==> src/rtl/core/mfv_pkg.sv <==
// shared types, constants and helper functions of the message frame validator
package mfv_pkg;

	// fixed widths of the transaction fields
	localparam int unsigned BYTE_W      = 8;
	localparam int unsigned POS_W       = 9;
	localparam int unsigned FIELD_W     = 4;
	localparam int unsigned SLOT_COUNT  = 5;
	localparam int unsigned LIMITS_W    = SLOT_COUNT * BYTE_W;
	localparam int unsigned COUNTS_W    = SLOT_COUNT * FIELD_W;
	localparam int unsigned CFG_DATA_W  = LIMITS_W;
	localparam int unsigned CFG_IDX_W   = 1;

	// header is action, option and size bytes
	localparam logic [POS_W-1:0] HEADER_LEN = 9'd3;

	// byte positions inside the header
	localparam logic [POS_W-1:0] POS_OPTION = 9'd1;
	localparam logic [POS_W-1:0] POS_SIZE   = 9'd2;

	// printable text range and field terminator
	localparam logic [BYTE_W-1:0] CHAR_SPACE = 8'h20;
	localparam logic [BYTE_W-1:0] CHAR_TILDE = 8'h7E;
	localparam logic [BYTE_W-1:0] CHAR_NUL   = 8'h00;

	// configuration register indexes
	localparam logic [CFG_IDX_W-1:0] REG_OPTION_LIMITS = 1'd0;
	localparam logic [CFG_IDX_W-1:0] REG_FIELD_COUNTS  = 1'd1;

	typedef enum logic [2:0] {
		ST_VALID      = 3'd0,
		ST_BAD_ACTION = 3'd1,
		ST_BAD_OPTION = 3'd2,
		ST_BAD_SIZE   = 3'd3,
		ST_BAD_DATA   = 3'd4
	} status_t;

	typedef struct packed {
		logic [BYTE_W-1:0] frame_byte;
		logic              frame_start;
	} in_item_t;

	typedef struct packed {
		logic               verdict;
		status_t            status;
		logic [BYTE_W-1:0]  action_code;
		logic [BYTE_W-1:0]  option_code;
		logic [POS_W-1:0]   frame_length;
		logic               payload_valid;
		logic [BYTE_W-1:0]  payload_byte;
		logic [FIELD_W-1:0] field_index;
		logic               field_end;
	} out_item_t;

	typedef struct packed {
		logic [POS_W-1:0]   byte_position;
		logic [BYTE_W-1:0]  held_action;
		logic [BYTE_W-1:0]  held_option;
		logic [BYTE_W-1:0]  declared_size;
		logic [FIELD_W-1:0] fields_done;
		logic               frame_decided;
	} frame_state_t;

	typedef struct packed {
		logic main_valid;
		logic skid_valid;
	} buf_status_t;

	// option limit of an action, zero beyond the packed slots
	function automatic logic [BYTE_W-1:0] option_limit(
		input logic [LIMITS_W-1:0] limits,
		input logic [2:0]          act
	);
		logic [BYTE_W-1:0] lim;
		lim = '0;
		for (int i = 0; i < SLOT_COUNT; i++) begin
			if (act == 3'(i)) begin
				lim = limits[i*BYTE_W +: BYTE_W];
			end
		end
		return lim;
	endfunction

	// required field count of an action, zero beyond the packed slots
	function automatic logic [FIELD_W-1:0] field_count(
		input logic [COUNTS_W-1:0] counts,
		input logic [2:0]          act
	);
		logic [FIELD_W-1:0] cnt;
		cnt = '0;
		for (int i = 0; i < SLOT_COUNT; i++) begin
			if (act == 3'(i)) begin
				cnt = counts[i*FIELD_W +: FIELD_W];
			end
		end
		return cnt;
	endfunction

endpackage

==> src/rtl/core/mfv_in_if.sv <==
// input byte channel of the message frame validator
interface mfv_in_if;
	logic               valid;
	logic               ready;
	mfv_pkg::in_item_t  data;

	modport source (output valid, output data, input ready);
	modport sink (input valid, input data, output ready);
endinterface

==> src/rtl/core/mfv_out_if.sv <==
// result channel of the message frame validator
interface mfv_out_if;
	logic               valid;
	logic               ready;
	mfv_pkg::out_item_t data;

	modport source (output valid, output data, input ready);
	modport sink (input valid, input data, output ready);
endinterface

==> src/rtl/core/message_frame_validator.sv <==
// top level of the message frame validator: config, frame state and result buffer
//
//  channel  | dir | handshake        | payload
//  ---------+-----+------------------+---------------------------------------------
//  in_ch    | in  | valid / ready    | frame_byte, frame_start
//  out_ch   | out | valid / ready    | verdict, status, codes, length, payload byte
//  cfg      | in  | cfg_we           | cfg_index, cfg_data (option limits, counts)
//
// One input byte per cycle while in_ch.ready is high, one result transaction per
// byte, buffered on acceptance. The frame check is a single combinational step
// between the held frame state and the result register. A two-deep result buffer
// lets one more byte in while out_ch stalls; in_ch.ready drops only when both
// entries are full. Reset leaves no frame open and clears both registers.
module message_frame_validator #(
	parameter int unsigned ACTION_COUNT = 5,
	parameter int unsigned MAX_FRAME    = 256
) (
	input  logic                               clk,
	input  logic                               arst_n,
	mfv_in_if.sink                             in_ch,
	mfv_out_if.source                          out_ch,
	input  logic                               cfg_we,
	input  logic [mfv_pkg::CFG_IDX_W-1:0]      cfg_index,
	input  logic [mfv_pkg::CFG_DATA_W-1:0]     cfg_data
);

	logic [mfv_pkg::LIMITS_W-1:0] option_limits_q;
	logic [mfv_pkg::COUNTS_W-1:0] field_counts_q;
	mfv_pkg::frame_state_t        state_q;
	mfv_pkg::frame_state_t        state_next;
	mfv_pkg::out_item_t           step_result;
	mfv_pkg::buf_status_t         buf_status;
	logic                         can_take;
	logic                         in_accept;

	assign in_ch.ready = can_take;
	assign in_accept   = in_ch.valid && can_take;

	// configuration registers
	always_ff @(posedge clk or negedge arst_n) begin
		if (!arst_n) begin
			option_limits_q <= '0;
			field_counts_q  <= '0;
		end else if (cfg_we) begin
			case (cfg_index)
				mfv_pkg::REG_OPTION_LIMITS: option_limits_q <= cfg_data;
				mfv_pkg::REG_FIELD_COUNTS:  field_counts_q  <= cfg_data[mfv_pkg::COUNTS_W-1:0];
				default: ;
			endcase
		end
	end

	// per-byte check
	mfv_step #(
		.ACTION_COUNT (ACTION_COUNT),
		.MAX_FRAME    (MAX_FRAME)
	) u_step (
		.state         (state_q),
		.item          (in_ch.data),
		.option_limits (option_limits_q),
		.field_counts  (field_counts_q),
		.next_state    (state_next),
		.result        (step_result)
	);

	// frame state, advanced on every accepted transaction
	always_ff @(posedge clk or negedge arst_n) begin
		if (!arst_n) begin
			state_q <= '{frame_decided: 1'b1, default: '0};
		end else if (in_accept) begin
			state_q <= state_next;
		end
	end

	// result buffer
	mfv_out_buf u_out_buf (
		.clk       (clk),
		.arst_n    (arst_n),
		.push      (in_accept),
		.push_data (step_result),
		.can_take  (can_take),
		.status    (buf_status),
		.out_ch    (out_ch)
	);

	// skid entry is only ever filled behind a full main entry
	a_skid_behind_main: assert property (@(posedge clk) disable iff (!arst_n)
		buf_status.skid_valid |-> buf_status.main_valid)
		else $error("skid entry valid while main entry empty");

	// a verdict closes the frame
	a_verdict_closes: assert property (@(posedge clk) disable iff (!arst_n)
		(in_accept && step_result.verdict) |=> state_q.frame_decided)
		else $error("frame still open after verdict");

	// frame state moves only on accepted transactions
	a_state_hold: assert property (@(posedge clk) disable iff (!arst_n)
		!in_accept |=> $stable(state_q))
		else $error("frame state changed without a transaction");

	// a nonzero status never appears without a verdict
	a_status_needs_verdict: assert property (@(posedge clk) disable iff (!arst_n)
		(out_ch.valid && (out_ch.data.status != mfv_pkg::ST_VALID)) |-> out_ch.data.verdict)
		else $error("status set without verdict");

endmodule

==> src/rtl/core/mfv_step.sv <==
// per-byte frame check: next frame state and result from current state and byte
module mfv_step #(
	parameter int unsigned ACTION_COUNT = 5,
	parameter int unsigned MAX_FRAME    = 256
) (
	input  mfv_pkg::frame_state_t            state,
	input  mfv_pkg::in_item_t                item,
	input  logic [mfv_pkg::LIMITS_W-1:0]     option_limits,
	input  logic [mfv_pkg::COUNTS_W-1:0]     field_counts,
	output mfv_pkg::frame_state_t            next_state,
	output mfv_pkg::out_item_t               result
);

	localparam logic [mfv_pkg::POS_W-1:0] MaxFrameLen   = mfv_pkg::POS_W'(MAX_FRAME);
	localparam logic [mfv_pkg::POS_W-1:0] ActionCountLn = mfv_pkg::POS_W'(ACTION_COUNT);

	logic [mfv_pkg::BYTE_W-1:0]  b;
	logic [mfv_pkg::BYTE_W-1:0]  lim;
	logic [mfv_pkg::FIELD_W-1:0] need;
	logic [mfv_pkg::POS_W-1:0]   end_held;
	logic [mfv_pkg::POS_W-1:0]   end_new;
	logic [mfv_pkg::POS_W-1:0]   sum_held;
	logic [mfv_pkg::POS_W-1:0]   sum_new;
	logic [mfv_pkg::POS_W-1:0]   pos_inc;
	logic [mfv_pkg::FIELD_W-1:0] fields_inc;
	logic                        is_text;

	// per-action limits and frame end bounds
	always_comb begin
		b          = item.frame_byte;
		lim        = mfv_pkg::option_limit(option_limits, state.held_action[2:0]);
		need       = mfv_pkg::field_count(field_counts, state.held_action[2:0]);
		sum_held   = {1'b0, state.declared_size} + mfv_pkg::HEADER_LEN;
		end_held   = (sum_held > MaxFrameLen) ? MaxFrameLen : sum_held;
		sum_new    = {1'b0, b} + mfv_pkg::HEADER_LEN;
		end_new    = (sum_new > MaxFrameLen) ? MaxFrameLen : sum_new;
		pos_inc    = state.byte_position + 9'd1;
		fields_inc = state.fields_done + 4'd1;
		is_text    = (b >= mfv_pkg::CHAR_SPACE) && (b <= mfv_pkg::CHAR_TILDE);
	end

	// frame walk
	always_comb begin
		next_state = state;
		result     = '0;
		if (item.frame_start) begin
			next_state.held_action   = b;
			next_state.held_option   = '0;
			next_state.declared_size = '0;
			next_state.fields_done   = '0;
			next_state.byte_position = mfv_pkg::POS_OPTION;
			next_state.frame_decided = 1'b0;
			if ({1'b0, b} >= ActionCountLn) begin
				result.verdict           = 1'b1;
				result.status            = mfv_pkg::ST_BAD_ACTION;
				next_state.frame_decided = 1'b1;
			end
		end else if (!state.frame_decided) begin
			case (state.byte_position)
				mfv_pkg::POS_OPTION: begin
					next_state.held_option = b;
					if (b > lim) begin
						result.verdict           = 1'b1;
						result.status            = mfv_pkg::ST_BAD_OPTION;
						next_state.frame_decided = 1'b1;
					end else begin
						next_state.byte_position = mfv_pkg::POS_SIZE;
					end
				end
				mfv_pkg::POS_SIZE: begin
					next_state.declared_size = b;
					if (need == '0) begin
						// action with no fields: size byte decides
						result.verdict           = 1'b1;
						next_state.frame_decided = 1'b1;
						if (b != '0) begin
							result.status = mfv_pkg::ST_BAD_SIZE;
						end else begin
							result.status       = mfv_pkg::ST_VALID;
							result.frame_length = mfv_pkg::HEADER_LEN;
						end
					end else begin
						next_state.byte_position = mfv_pkg::HEADER_LEN;
						if (mfv_pkg::HEADER_LEN >= end_new) begin
							result.verdict           = 1'b1;
							result.status            = mfv_pkg::ST_BAD_SIZE;
							next_state.frame_decided = 1'b1;
						end
					end
				end
				default: begin
					// text field bytes
					if (b == mfv_pkg::CHAR_NUL) begin
						result.payload_valid   = 1'b1;
						result.field_index     = state.fields_done;
						result.field_end       = 1'b1;
						next_state.fields_done = fields_inc;
						if (fields_inc == need) begin
							result.verdict           = 1'b1;
							result.status            = mfv_pkg::ST_VALID;
							result.frame_length      = sum_held;
							next_state.frame_decided = 1'b1;
						end
					end else if (is_text) begin
						result.payload_valid = 1'b1;
						result.payload_byte  = b;
						result.field_index   = state.fields_done;
					end else begin
						result.verdict           = 1'b1;
						result.status            = mfv_pkg::ST_BAD_DATA;
						next_state.frame_decided = 1'b1;
					end
					// out of room
					if (!next_state.frame_decided) begin
						next_state.byte_position = pos_inc;
						if (pos_inc >= end_held) begin
							result.verdict           = 1'b1;
							result.status            = mfv_pkg::ST_BAD_SIZE;
							next_state.frame_decided = 1'b1;
						end
					end
				end
			endcase
		end
		result.action_code = next_state.held_action;
		result.option_code = next_state.held_option;
	end

endmodule

==> src/rtl/core/mfv_out_buf.sv <==
// result register with a skid stage so input can take one more byte under output stall
module mfv_out_buf (
	input  logic                   clk,
	input  logic                   arst_n,
	input  logic                   push,
	input  mfv_pkg::out_item_t     push_data,
	output logic                   can_take,
	output mfv_pkg::buf_status_t   status,
	mfv_out_if.source              out_ch
);

	logic               main_valid_q;
	logic               skid_valid_q;
	mfv_pkg::out_item_t main_q;
	mfv_pkg::out_item_t skid_q;
	logic               pop;

	assign pop               = main_valid_q && out_ch.ready;
	assign can_take          = !skid_valid_q;
	assign out_ch.valid      = main_valid_q;
	assign out_ch.data       = main_q;
	assign status.main_valid = main_valid_q;
	assign status.skid_valid = skid_valid_q;

	// valid flags
	always_ff @(posedge clk or negedge arst_n) begin
		if (!arst_n) begin
			main_valid_q <= 1'b0;
			skid_valid_q <= 1'b0;
		end else if (!main_valid_q || pop) begin
			main_valid_q <= skid_valid_q || push;
			skid_valid_q <= 1'b0;
		end else if (push) begin
			skid_valid_q <= 1'b1;
		end
	end

	// payload registers
	always_ff @(posedge clk) begin
		if (!main_valid_q || pop) begin
			main_q <= skid_valid_q ? skid_q : push_data;
		end else if (push) begin
			skid_q <= push_data;
		end
	end

endmodule
==> src/flat_wrapper.sv <==
// flat-port wrapper written by rule: the top's interface ports become plain ports
module message_frame_validator_flat 
#(
	parameter int unsigned ACTION_COUNT = 5,
	parameter int unsigned MAX_FRAME    = 256
)
  (clk, arst_n, cfg_we, cfg_index, cfg_data, in_ch_valid, in_ch_data, in_ch_ready, out_ch_valid, out_ch_data, out_ch_ready);
  mfv_in_if in_ch_i ();
  mfv_out_if out_ch_i ();
  input  logic clk;
  input  logic arst_n;
  input  logic cfg_we;
  input  logic [mfv_pkg::CFG_IDX_W-1:0] cfg_index;
  input  logic [mfv_pkg::CFG_DATA_W-1:0] cfg_data;
  input wire logic [$bits(in_ch_i.valid)-1:0] in_ch_valid;
  input wire logic [$bits(in_ch_i.data)-1:0] in_ch_data;
  output wire logic [$bits(in_ch_i.ready)-1:0] in_ch_ready;
  output wire logic [$bits(out_ch_i.valid)-1:0] out_ch_valid;
  output wire logic [$bits(out_ch_i.data)-1:0] out_ch_data;
  input wire logic [$bits(out_ch_i.ready)-1:0] out_ch_ready;
  assign in_ch_i.valid = in_ch_valid;
  assign in_ch_i.data = in_ch_data;
  assign in_ch_ready = in_ch_i.ready;
  assign out_ch_valid = out_ch_i.valid;
  assign out_ch_data = out_ch_i.data;
  assign out_ch_i.ready = out_ch_ready;
  message_frame_validator #(.ACTION_COUNT(ACTION_COUNT), .MAX_FRAME(MAX_FRAME)) u_core (.clk(clk), .arst_n(arst_n), .in_ch(in_ch_i), .out_ch(out_ch_i), .cfg_we(cfg_we), .cfg_index(cfg_index), .cfg_data(cfg_data));
endmodule
==> config.mk <==
export PLATFORM = sky130hd
export DESIGN_NAME = message_frame_validator_flat
export DESIGN_NICKNAME = d
export VERILOG_FILES = /design/src/rtl/core/mfv_pkg.sv /design/src/rtl/core/mfv_in_if.sv /design/src/rtl/core/mfv_out_if.sv /design/src/rtl/core/message_frame_validator.sv /design/src/rtl/core/mfv_step.sv /design/src/rtl/core/mfv_out_buf.sv /design/src/flat_wrapper.sv
export SDC_FILE = /design/constraint.sdc
export NUM_CORES = 1
export LEC_CHECK = 0
export ABC_AREA = 1
export BUFFER_PORTS_ARGS = -buffer_cell sky130_fd_sc_hd__buf_4
export CAP_MARGIN = 20
export CORE_MARGIN = 5
export CORE_UTILIZATION = 47
export DETAILED_ROUTE_END_ITERATION = 10
export PLACE_DENSITY_LB_ADDON = 0.2
export SETUP_SLACK_MARGIN = 0.02
export SLEW_MARGIN = 20
export SYNTH_ARGS = -nofsm -noshare
export SYNTH_HDL_FRONTEND = slang
export SYNTH_SLANG_ARGS = --single-unit
==> constraint.sdc <==
create_clock -name clk -period 4.7 [get_ports clk]
set_clock_uncertainty 0.1 [all_clocks]
set_input_delay 0.47 -clock clk [delete_from_list [all_inputs] [get_ports clk]]
set_output_delay 0.47 -clock clk [all_outputs]
set_load 0.005 [all_outputs]
Word-level counts from Yosys, hierarchy flattened
Index checks and enable logic that the tools add are counted.
{"block": "totals", "ff_bits": 186, "out_inout_bits": 45}
{"block": "op_classes", "add_sub_neg": 4, "magnitude_cmp": 8, "eq_ne": 12, "mux": 67, "bitwise": 2, "reduce_logical": 21}
{"op": "two-way mux 9 bit", "count": 9}
{"op": "two-way mux 4 bit", "count": 19}
{"op": "two-way mux 8 bit", "count": 9}
{"op": "two-way mux 23 bit", "count": 2}
{"op": "two-way mux 43 bit", "count": 1}
{"op": "two-way mux 21 bit", "count": 2}
{"op": "one-hot mux 9 bit (2 select lines)", "count": 2}
{"op": "adder 8 x 2 -> 9 bit, second input constant", "count": 2}
{"op": "> comparator 9 bit, second input constant", "count": 2}
{"op": "two-way mux 1 bit", "count": 16}
{"op": "two-way mux 14 bit", "count": 1}
{"op": "two-way mux 13 bit", "count": 1}
{"op": "adder 9 x 1 -> 9 bit, second input constant", "count": 1}
{"op": "== test 9 x 1 -> 1 bit, second input constant", "count": 1}
{"op": "== test 9 x 2 -> 1 bit, second input constant", "count": 1}
{"op": ">= comparator 2 x 9 -> 1 bit, first input constant", "count": 1}
{"op": ">= comparator 9 bit", "count": 1}
{"op": ">= comparator 8 x 3 -> 1 bit, second input constant", "count": 1}
{"op": ">= comparator 8 x 6 -> 1 bit, second input constant", "count": 1}
{"op": "> comparator 8 bit", "count": 1}
{"op": "<= comparator 8 x 7 -> 1 bit, second input constant", "count": 1}
{"op": "zero test 8 bit", "count": 1}
{"op": "one-hot mux 4 bit (2 select lines)", "count": 1}
{"op": "nonzero test 8 bit", "count": 1}
{"op": "other kinds (23)", "count": 36}

Logic depth before layout (Yosys ltp)
{"block": "logic_depth", "depth_word": 17, "depth_mapped": 22, "ltp_nobuf": 22}

By module
Synthesis repeated with hierarchy kept, for this count alone.
{"block": "hier_totals", "hier_cells": 1154, "area_unflattened_um2": 9803.2}
{"mod": "message_frame_validator", "instances": 1, "cells_per_inst": 428, "area_per_inst_um2": 3870.0}
{"mod": "mfv_out_buf", "instances": 1, "cells_per_inst": 236, "area_per_inst_um2": 3324.4}
{"mod": "mfv_step", "instances": 1, "cells_per_inst": 490, "area_per_inst_um2": 2608.8}

Least setup slack after synthesis
No wires, ideal clock.
{"block": "synth_timing", "path_kind": "input to register", "from": "input out_ch_ready", "to": "register u_core.u_out_buf.skid_q[0] (netlist bit) (enable)", "setup_ns": 0.444, "arrival_ns": 3.440, "t_required_ns": 4.156, "setup_slack_ns": 0.716, "cell_stages": 3, "path_buffers": 0, "cell_sequence": "inv_1 > nand2_1 > nor2_1"}
{"block": "synth_via", "elab_chain_len": 4}
{"item": "start, declared", "line_no": "flat_wrapper.sv:20", "source": "input wire logic [$bits(out_ch_i.ready)-1:0] out_ch_ready;"}
{"item": "logical AND 1 bit", "line_no": "mfv_out_buf.sv:18", "source": "assign pop = main_valid_q && out_ch.ready;"}
{"item": "logical OR 1 bit", "line_no": "mfv_out_buf.sv:40", "source": "if (!main_valid_q || pop) begin"}
{"item": "inverter 1 bit (no source line)"}
{"item": "AND reduction 2 bit (no source line)"}
{"item": "end signal, assigned", "line_no": "mfv_out_buf.sv:43", "source": "skid_q <= push_data;"}
{"item": "end, declared", "line_no": "mfv_out_buf.sv:15", "source": "mfv_pkg::out_item_t skid_q;"}
No other way between the ends.
A chain may end at the register's enable or synchronous reset.

==> metrics.csv <==
stage,metric,value,unit
cts,CTS tree,done,
cells_and_area,Synth-to-Final Area Change,17.1,%
setup_path,Critical Path Start Type,flop,
cells_and_area,ANT cells,0,
setup_path,Reg-to-Reg End,u_core.u_out_buf.out_ch.data[39],
synth,Post-Synth Adder-Cell Area,3.57,%
timing,Slew Limit Headroom,40.9,%
grt,Congestion Overflow GR,0,
detailed_routing,final wirelength,20500,um
synth,"top cells by area, synth","edfxtp_1 28%, dfrtp_1 27%, nand2_1 12%, inv_1 4.7%, o21ai_0 4.3%",
timing,Setup Viol. Count Final,0,
cells_and_area,Multi-input gate area,3410,um^2
placed_design,Area after DPL,10100,um^2
die,Chip Width,149,um
timing,final worst path period need,3.76,ns
placed_design,Final HPWL DP,14900,um
setup_path,worst reg2reg path depth,19,
timing,Fmax,266,MHz
cts,cts bufs inserted,17,
synth,net count after synthesis,1074,
detailed_routing,Routed WL per cell,15.1,um
setup_path,Setup CP Type,reg2reg,
synth,main combinational cell family by area after synthesis,simple AND/OR/NAND/NOR gates,
cts,Clock Sinks,186,
setup_path,crit-path max cell delay,0.62,ns
cts,postcts setup bufs,0,
timing,slew at the pin closest to its max-slew limit,0.883,ns
timing,"Hold Vio Cnt, Final",0,
grt,total track usage,19.0,%
detailed_routing,DR vias,6775,
synth,YS warnings,0,
cells_and_area,final net count,1162,
synth,Post-synth top flop,dfrtp_1,
setup_path,"delay-heaviest family, CP",simple AND/OR/NAND/NOR gates,
timing,setup TNS,0,ns
die,Core Box Area,19300,um^2
synth,Synth Area in Simple Gates,21.3,%
run_status,status,"finished, final reports clean",
grt,largest net degree at the start of global routing,66,
die,# rows,51,
power_and_ir_drop,Pwr Total,4.54,mW
setup_path,CP Capture Type,flop,
timing,Final Cycle Share,79.9,%
detailed_routing,Initial DRT Pass Iterations,5,
synth,cell taking the most area after synthesis,edfxtp_1,
cells_and_area,share of cells above drive strength 1,18.0,%
power_and_ir_drop,Leak,5.01,nW
die,Die Footprint,22300,um^2
timing,Min Hold Slack,0.0319,ns
cts,quantity of gates resized following cts,0,
cells_and_area,design area,10700,um^2
synth,Synth Area in Compound Gates,8.86,%
cts,Hold Buf Count CTS,0,
cts,H-tree depth,4,
synth,Synth Instances,993,
setup_path,Worst path slowest cell,o41ai_1,
setup_path,r2r setup slk,0.94,ns
cts,clk_lat worst skew,0.43,ns
synth,register area share after synthesis,55.8,%
detailed_routing,DR vias/cell,4.99,
setup_path,CP Max Fanout,4,
setup_path,WP data arrival,3.84,ns
synth,XOR/XNOR Fraction of Synth Area,0.960,%
synth,mux share of post-synthesis cell area,2.47,%
die,Initial Utilization,47.3,%
timing,unrepaired setup endpoints after global routing,no,
detailed_routing,# DRC,0,
min_path,Hold Path Class,in2async,
cts,clock root cell,clkbuf_16,
job,max cap viols,0,
synth,Commonest cells post-synth,"292 x nand2_1, 114 x inv_1, 99 x dfrtp_1, 86 x edfxtp_1, 78 x o21ai_0",
detailed_routing,first-iteration detailed-routing DRC count,448,
synth,top-count cell post-synth,nand2_1,
placed_design,I/O Buffers,99,
synth,Syn Area/Cell,9.19,um^2
setup_path,Critical Path Most Common Cell,nand2_1,
die,IO Count,100,
synth,async set or reset register ratio after synthesis,53.8,%
cells_and_area,fillers,1832,
power_and_ir_drop,Max rail drop VDD,253,uV
cts,Longest Clk Path Bufs,2,
cts,"Clk pin slew, worst setup/hold paths",0.07,ns
grt,antenna violations before repair,0,
grt,first-pass GRT wire length,33400,um
synth,post-synth cell types,46,
synth,Post-synth EDFFs,86,
placed_design,routability congestion estimate,0.865,
die,die height,149,um
power_and_ir_drop,P per Cell Area,425,nW/um^2
detailed_routing,ANT nets after route,0,
timing,Pins Over Slew Limit,0,
cells_and_area,final core utilization,55.4,%
setup_path,CP bufs+invs,2,
setup_path,Critical Path RT,4.79,ns
grt,number of global-route vias before repair,6543,
setup_path,CP Cell Sequence,inv_1 -> ha_1 -> or2_2 -> nor2_1 -> inv_1 -> nor2_1 -> nand2_1 -> xor2_1 -> o41ai_1 -> nand2_1 -> ha_1 -> nand2_1 -> o21ai_0 -> a21oi_1 -> nand4_1 -> nand4_1 -> nand2_1 -> nand2_1 -> nand2_1,
synth,"Cell Area, Synth",9120,um^2
setup_path,RR Startpoint,u_core.state_q[5],
cells_and_area,register area,5090,um^2
synth,flop and latch count out of synthesis,186,
synth,Yosys top cell area share,28.3,%
-- cell type report --
| class | count | area share, % |
|---|---|---|
| clock buffer | 18 | 4.02 |
| clock inverter | 14 | 1.73 |
| inverter | 119 | 4.18 |
| multi-input combinational | 652 | 32.0 |
| sequential | 186 | 47.6 |
| tap | 265 | 3.10 |
| timing repair buffer | 105 | 7.38 |
-- cells in the final DEF, fill, tap and decap left out, types with 2 or more instances in the layout --
master      count
a211oi_2        3
nand4_1        22
a211oi_1        6
nand3b_1        2
inv_6           3
nand2_1       289
inv_2           5
o21ai_0        78
or2_2           4
nand3_2         2
clkinvlp_4      2
buf_4         105
mux2_2         20
o22ai_1         4
edfxtp_1       86
dfrtp_1        99
inv_1         114
nor3_1         13
nand2_2         5
nand3_1        42
a31oi_1         2
ha_1           26
bufinv_16       3
xor2_1          8
a21oi_1        24
clkbuf_16      17
nor2_2          3
o21ai_2        10
nor2_4          3
nand2_4         4
a221o_1         3
inv_8           4
xnor2_1         2
nor4_1          3
o2111ai_1       2
nor2_1         64
-- through the flow --
stage          cells  worst slack, ns
5_1_grt         1359            0.591
3_5_place_dp    1327            0.937
4_1_cts         1359            0.925
6_report        1359            0.943
2_1_floorplan    993            0.716
3_3_place_gp    1327             1.02
-- state kept, by name, summed over array words and instances, names as in the netlist --
| signal | cells |
|---|---|
| u_core.field_counts_q | 20 |
| u_core.option_limits_q | 40 |
| u_core.state_q | 38 |
| u_core.u_out_buf.out_ch.data | 43 |
| u_core.u_out_buf.out_ch.valid | 1 |
| u_core.u_out_buf.skid_q | 43 |
| u_core.u_out_buf.skid_valid_q | 1 |
-- logic make-up after synthesis --
logic type               after synthesis
AO/OA/AOI/OAI                        137
other                                  1
flip-flops                           186
adder cells (fa/ha/maj)               26
multiplexers                          20
XOR/XNOR                              10
buffers and inverters                155
AND/OR/NAND/NOR                      458
-- metal layers --
layer / up-vias / routed length [um] / global-route usage, %
li1: 3442 / - / -
met1: 3108 / 9640 / 26.9
met2: 182 / 9410 / 29.5
met3: 43 / 947 / 3.07
met4: 0 / 550 / 7.28
met5: - / 0 / 0
-- power by group --
part           leakage [nW]  internal [mW]  switching (mW)
Sequential             2.12           1.91           0.107
Clock                 0.297          0.854           0.648
Combinational          2.59          0.386           0.641
-- worst max path at each step --
| stage | startpoint | to | slack (ns) | depth (start not counted) |
|---|---|---|---|---|
| floorplan | out_ch_ready | u_core.u_out_buf.skid_q[0] | 0.72 | 3 |
| global placement | u_core.state_q[5] | u_core.u_out_buf.out_ch.data[40] | 1.02 | 19 |
| detailed placement | u_core.state_q[5] | u_core.u_out_buf.out_ch.data[39] | 0.94 | 20 |
| CTS | u_core.state_q[5] | u_core.u_out_buf.out_ch.data[39] | 0.92 | 20 |
| global route | u_core.state_q[5] | u_core.u_out_buf.out_ch.data[42] | 0.59 | 22 |
| finish | u_core.state_q[5] | u_core.u_out_buf.out_ch.data[39] | 0.94 | 19 |
(Power assumes the default switching activity.)
